### src/hdl/v29tx_pkg.sv
// Shared types and constants of the V.29-style 8-phase DPSK transmitter.
// Item structs, controller/datapath command and status, constellation and pulse tables.
// No dependencies.
package v29tx_pkg;

  localparam int SAMPLE_W  = 16;
  localparam int SPS       = 10;
  localparam int SCR_W     = 23;
  localparam int BI_W      = 20;

  localparam logic [1:0] KIND_DATA  = 2'd0;
  localparam logic [1:0] KIND_RAW   = 2'd1;
  localparam logic [1:0] KIND_CLEAR = 2'd2;

  localparam logic REG_CARRIER_STEP = 1'b0;
  localparam logic REG_AMPLITUDE    = 1'b1;

  localparam logic [9:0]  CARRIER_STEP_RST = 10'd72;
  localparam logic [15:0] AMPLITUDE_RST    = 16'd6554;

  typedef struct packed {
    logic [1:0] kind;
    logic       data_bit;
    logic [2:0] symbol;
  } in_item_t;

  typedef struct packed {
    logic signed [SAMPLE_W-1:0] sample;
    logic                       last;
    logic                       clipped;
  } out_item_t;

  typedef enum logic {
    ST_IDLE,
    ST_RUN
  } ctrl_state_t;

  typedef struct packed {
    logic       load_bit;
    logic       load_sym;
    logic       clear;
    logic       issue;
    logic       last;
    logic [3:0] k;
  } dp_cmd_t;

  typedef struct packed {
    logic group_done;
    logic adv;
  } dp_sts_t;

  localparam logic [2:0] STEP_OF_TRIBIT [8] = '{3'd1, 3'd6, 3'd2, 3'd5, 3'd0, 3'd7, 3'd3, 3'd4};

  localparam logic signed [2:0] POINT_I [8] = '{3, 1, 0, -1, -3, -1, 0, 1};
  localparam logic signed [2:0] POINT_Q [8] = '{0, 1, 3, 1, 0, -1, -3, -1};

  localparam logic signed [16:0] PULSE_TAP [21] = '{
    32768, 32156, 30369, 27541, 23885, 19668, 15184, 10731, 6578, 2949,
    0, -2183, -3588, -4271, -4338, -3934, -3215, -2340, -1446, -642, 0
  };

  // History slot: zero means empty, n means element n-1
  function automatic logic signed [2:0] hist_i(input logic [3:0] h);
    logic [2:0] e;
    e = 3'(h - 4'd1);
    return (h == 4'd0) ? 3'sd0 : POINT_I[e];
  endfunction

  function automatic logic signed [2:0] hist_q(input logic [3:0] h);
    logic [2:0] e;
    e = 3'(h - 4'd1);
    return (h == 4'd0) ? 3'sd0 : POINT_Q[e];
  endfunction

endpackage

### src/hdl/v29tx_ctrl.sv
// Sequencer of the V.29 transmitter: accepts items, issues ten sample slots per symbol.
// Depends on v29tx_pkg.
module v29tx_ctrl (
  input  logic              clk,
  input  logic              rst_n,
  input  logic              in_valid,
  input  v29tx_pkg::in_item_t in_data,
  output logic              in_ready,
  input  v29tx_pkg::dp_sts_t sts,
  output v29tx_pkg::dp_cmd_t cmd
);
  import v29tx_pkg::*;

  ctrl_state_t state_r, state_nxt;
  logic [3:0]  k_r, k_nxt;

  always_ff @(posedge clk) begin
    if (!rst_n) begin
      state_r <= ST_IDLE;
      k_r     <= '0;
    end else begin
      state_r <= state_nxt;
      k_r     <= k_nxt;
    end
  end

  always_comb begin
    state_nxt = state_r;
    k_nxt     = k_r;
    in_ready  = 1'b0;
    cmd       = '0;
    cmd.k     = k_r;
    case (state_r)
      ST_IDLE: begin
        in_ready = 1'b1;
        if (in_valid) begin
          case (in_data.kind)
            KIND_DATA: begin
              cmd.load_bit = 1'b1;
              if (sts.group_done) begin
                state_nxt = ST_RUN;
                k_nxt     = '0;
              end
            end
            KIND_RAW: begin
              cmd.load_sym = 1'b1;
              state_nxt    = ST_RUN;
              k_nxt        = '0;
            end
            KIND_CLEAR: cmd.clear = 1'b1;
            default: ;
          endcase
        end
      end
      ST_RUN: begin
        if (sts.adv) begin
          cmd.issue = 1'b1;
          if (k_r == 4'(SPS - 1)) begin
            cmd.last  = 1'b1;
            state_nxt = ST_IDLE;
          end else begin
            k_nxt = k_r + 4'd1;
          end
        end
      end
      default: state_nxt = ST_IDLE;
    endcase
  end

endmodule

### config.mk
export PLATFORM = sky130hd
export DESIGN_NAME = v29tx_ctrl
export DESIGN_NICKNAME = d
export VERILOG_FILES = /design/src/hdl/v29tx_pkg.sv /design/src/hdl/v29tx_ctrl.sv
export SDC_FILE = /design/constraint.sdc
export NUM_CORES = 1
export LEC_CHECK = 0
export BUFFER_PORTS_ARGS = -buffer_cell sky130_fd_sc_hd__buf_4
export CAP_MARGIN = 20
export CORE_AREA = 2 2 39 41
export DETAILED_ROUTE_END_ITERATION = 10
export DIE_AREA = 0 0 41 43
export SYNTH_ARGS = -nofsm -noshare
export SYNTH_HDL_FRONTEND = slang
export SYNTH_SLANG_ARGS = --single-unit
### constraint.sdc
create_clock -name clk -period 1.4 [get_ports clk]
set_input_delay 0.07 -clock clk [delete_from_list [all_inputs] [get_ports clk]]
set_output_delay 0.07 -clock clk [all_outputs]
set_load 0.01 [all_outputs]
=== Word level (Yosys, flattened, before mapping) ===
Index checks and enable logic that the tools add are counted.

* Word-level logic and storage cells: 35
* Flip-flop bits (word level): 5
* Output and inout port bits: 10
* Bits of input ports: 11

* Add/sub/neg operators: 1
* Bitwise gates (word level): 1
* Mux-type cells: 21
* Reductions and logical operators: 2
* Equality and inequality tests: 8

{| class="wikitable"
|+ Operator list
! kind !! count
|-
| $mux 4 || 4
|-
| $pmux 4 s2 || 2
|-
| $mux 1 || 9
|-
| $mux 3 || 2
|-
| $ne 2x2->1 const B || 3
|-
| $reduce_and 5->1 || 1
|-
| $add 4x1->4 const B || 1
|-
| $eq 4x4->1 const B || 1
|-
| $mux 2 || 2
|-
| $pmux 1 s2 || 2
|-
| $ne 3x1->1 const B || 1
|-
| $ne 3x3->1 const B || 1
|-
| $eq 2x1->1 const B || 1
|-
| $eq 2x2->1 const B || 1
|-
| $logic_not 2->1 || 1
|-
| $not 1->1 || 1
|}

=== Logic depth before layout (Yosys ltp) ===
* Depth after elaboration: 4
* Mapped depth: 5
* Depth with buffers taken out: 5

=== Worst setup path before layout ===
Ideal clock, no wire load.

* Kind: register -> register
* Start: reg k_r[1]
* End: reg k_r[0]
* Period minus slack after synthesis: 1.541 ns
* Setup time: 0.074 ns
* Data required time: 1.326 ns
* Buffers on the path: 0
* Arrival time: 1.467 ns
* Slack: -0.141 ns
* Cell stages (with the launch flop): 6
* Cell sequence: dfxtp_1 > inv_1 > ha_1 > and3b_1 > or4_1 > a31oi_1

* Cells in the longest elaborated chain, start to end: 3

{| class="wikitable"
|+ Ends and longest elaborated chain
! item !! RTL line !! source
|-
| start, declared || v29tx_ctrl.sv:15 || <nowiki>logic [3:0] k_r, k_nxt;</nowiki>
|-
| start signal, assigned || v29tx_ctrl.sv:23 || <nowiki>k_r <= k_nxt;</nowiki>
|-
| $eq 4x4->1 || v29tx_ctrl.sv:58 || <nowiki>if (k_r == 4'(SPS - 1)) begin</nowiki>
|-
| $ne 2x2->1 (no line) || - ||
|-
| $reduce_and 5->1 (no line) || - ||
|}

Every way passes these cells.
A chain may end at the register's enable or synchronous reset.

=== Worst setup path after layout ===
Ends and elaborated chain as after synthesis.

==> flow_summary.toml <==
[status]
status = "finished with violations"
violations = "negative setup slack"

[yosys]
synth_cell_types = 28
synth-adder-area-share = 0.0694
synth.area.mux_share = 0.0556
syn_inst = 45
synth_nets = 58
yosysSeqAreaShare = 0.278
synth-xor-area-share = 0
synthSimpleGateAreaFrac = 0.340
synth.cell_area_um2 = 360
post_synth.cell_area_avg_um2 = 8.01
yosys_warnings = 0
ys_ff_latch = 5
synth_compound_area_frac = 0.194
synth_top_family_by_area = "simple AND/OR/NAND/NOR gates"

[power_and_ir_drop]
power_mw = 0.396
vdd_drop_max_mv = 0.329
power_frac_seq = 0.368
share_comb_of_total_power = 0.195
p_leak_nw = 0.269
clockPowerShare = 0.437
p_sw_frac = 0.262
p_int_mw = 0.292
p_sw_mw = 0.104
powerDensity_nw_per_um2 = 674

[route]
viasPerCell = 4.85
wirelength_mm = 1.01
drtPass1Iterations = 4
wire_per_inst_um = 11.6
wl_met2_um = 455
m1WireLength_um = 440
drtIter0Drc = 3
met3_length_um = 78
top_layer = "met4"
vias = 422
drc = 0
antenna_left = 0

[placement]
routabilityCongestion = 0.648
dp_cells = 82
numPortBuffers = 16
placed_area_um2 = 543
dpl_worst_slack_ns = -0.0109
place_hpwl_um = 779

[die]
initial_core_util = 0.260
io_pins = 21
rows = 14
dieArea_um2 = 1760
die_x_um = 41
die_y_um = 43
core_um2 = 1380

[timing]
timing.fmax_mhz = 687
fin_tns_setup_ns = -0.0562
setup_viol = 2
period_share = 1.04
worst_clock_skew_ns = 0.00441
worst_slew_pin_slew_ns = 0.353
finalHoldViolCount = 0
rsz0062_at_grt = "yes"
slew_headroom = 0.765
fin_ws_ns = -0.0546
maxSlewViolCount = 0
period_needed_ns = 1.45

[cells_and_area]
drive_gt1_frac = 0.437
final_common_cell = "buf_4"
finalNetCount = 85
finalNonFillerCells = 87
finish.instance_area_um2 = 588
layout_common_cells = "buf_4 (23), nand2_1 (5), inv_1 (4)"
antennaDiodeCount = 0
area_growth_pct = 63.2

[clock_network]
tritoncts = "yes"
postCtsHoldBufs = 0
cts.path.max_buffers = 2
clk_latency_ns = 0.25
clk_pin_slew_ns = 0.05
numClockSinks = 5
h-tree-depth = 1
cts_root_buf = "clkbuf_4"
numCtsBuffers = 3

[worst_hold_path]
worstHoldStart = "rst_n"
hold_path_end = "k_r[1]"
min_delay_path_depth = 3
min_path_type = "in -> reg"

[grt]
grt_overflow = 0
grt_max_degree = 8
grt_pass1_vias = 355
antenna_found_initial = 0
grt_util_all_layers = 0.128
grt_pass1_wl_mm = 1.51

[setup_path]
setup.worst_path.start_class = "flop"
reg2reg_depth = 5
cp_data_required_time_ns = 1.57
cp.arrival_ns = 1.63
rrSetupSlack_ns = -0.05
critPathCaptureType = "flop"
r2r_end = "k_r[0]"
cp_max_fo = 4
path_class = "reg -> reg"
r2r-start = "k_r[1]"

[flow_run]
maxCapViolCount = 0
==> cells by family after synthesis <==
logic type / after synthesis
and+or+nand+nor: 21
adders and majority gates: 2
AOI/OAI and AO/OA: 10
DFF: 5
muxes: 2
buffers and inverters: 5
==> synthesized netlist by cell type (all sizes together) <==
cell,instances,area [µm²]
a21o,1,7.51
a21oi,1,5.00
a311oi,1,8.76
a31oi,2,12.5
a41oi,1,8.76
and2,1,6.26
and2b,1,7.51
and3b,1,8.76
buf,1,7.51
dfxtp,5,100
ha,2,25.0
inv,4,15.0
mux2i,2,20.0
nand2,5,18.8
nand3,2,10.0
nor2,2,7.51
nor2b,2,12.5
nor3,1,5.00
nor3b,1,7.51
nor4,1,6.26
nor4bb,1,10.0
o21ai,1,5.00
o22ai,1,6.26
o31ai,1,7.51
o32ai,1,8.76
or3,1,6.26
or3b,1,8.76
or4,1,7.51
==> power by group through the flow <==
stage / Sequential (mW) / Combinational (mW) / Clock (mW)
after floorplan: 0.147 / 0.0358 / 0
after global placement: 0.148 / 0.0754 / 0
after detailed placement: 0.149 / 0.0758 / 0
after CTS: 0.146 / 0.0760 / 0.176
after global routing: 0.146 / 0.0838 / 0.181
final: 0.146 / 0.0773 / 0.173
==> sequential cells by signal (all words and copies together), names as in the netlist <==
name	flops
k_r	4
state_r	1
==> layout make-up <==
type | instances | area [µm²]
Fill cell | 143 | 796
Multi-Input combinational cell | 35 | 249
Timing Repair Buffer | 23 | 173
Sequential cell | 5 | 105
Clock buffer | 4 | 26.3
Tap cell | 16 | 20.0
Inverter | 4 | 15.0
==> per-layer routing <==
metal,global-route usage,vias up
met1,0.164,181
met3,0.0314,4
met4,0.0800,0
met5,0,-
met2,0.181,17
li1,-,220
==> per-stage QoR <==
stage	util	hold WS, ns
6_report	0.425	0.0989
5_1_grt	0.425	0.131
4_1_cts	0.411	0.0980
3_5_place_dp	0.392	0.352
3_3_place_gp	0.392	0.350
2_1_floorplan	-	0.188
==> worst max-delay path: stages (launching register included) <==
cell     delay [ns]
dfxtp_4        0.33
inv_1          0.03
ha_1           0.18
and3b_2        0.24
or4_4          0.42
a31oi_2        0.18
==> worst max path at each step <==
stage | from | endpoint | slack, ns | cells after the start
after global placement | k_r[1] | k_r[0] | -0.01 | 5
final | k_r[1] | k_r[0] | -0.05 | 5
after floorplan | k_r[1] | k_r[0] | 0.01 | 5
after global routing | k_r[1] | k_r[0] | -0.11 | 5
after CTS | k_r[1] | k_r[0] | -0.02 | 5
after detailed placement | k_r[1] | k_r[0] | -0.01 | 5
==> what timing repair did <==
action,in CTS,in global routing
gates resized for setup,0,3
buffers inserted,0,1
endpoints found under the setup margin,1,3
pin swaps,0,1
Note: power is estimated with default switching activity, not from simulation.
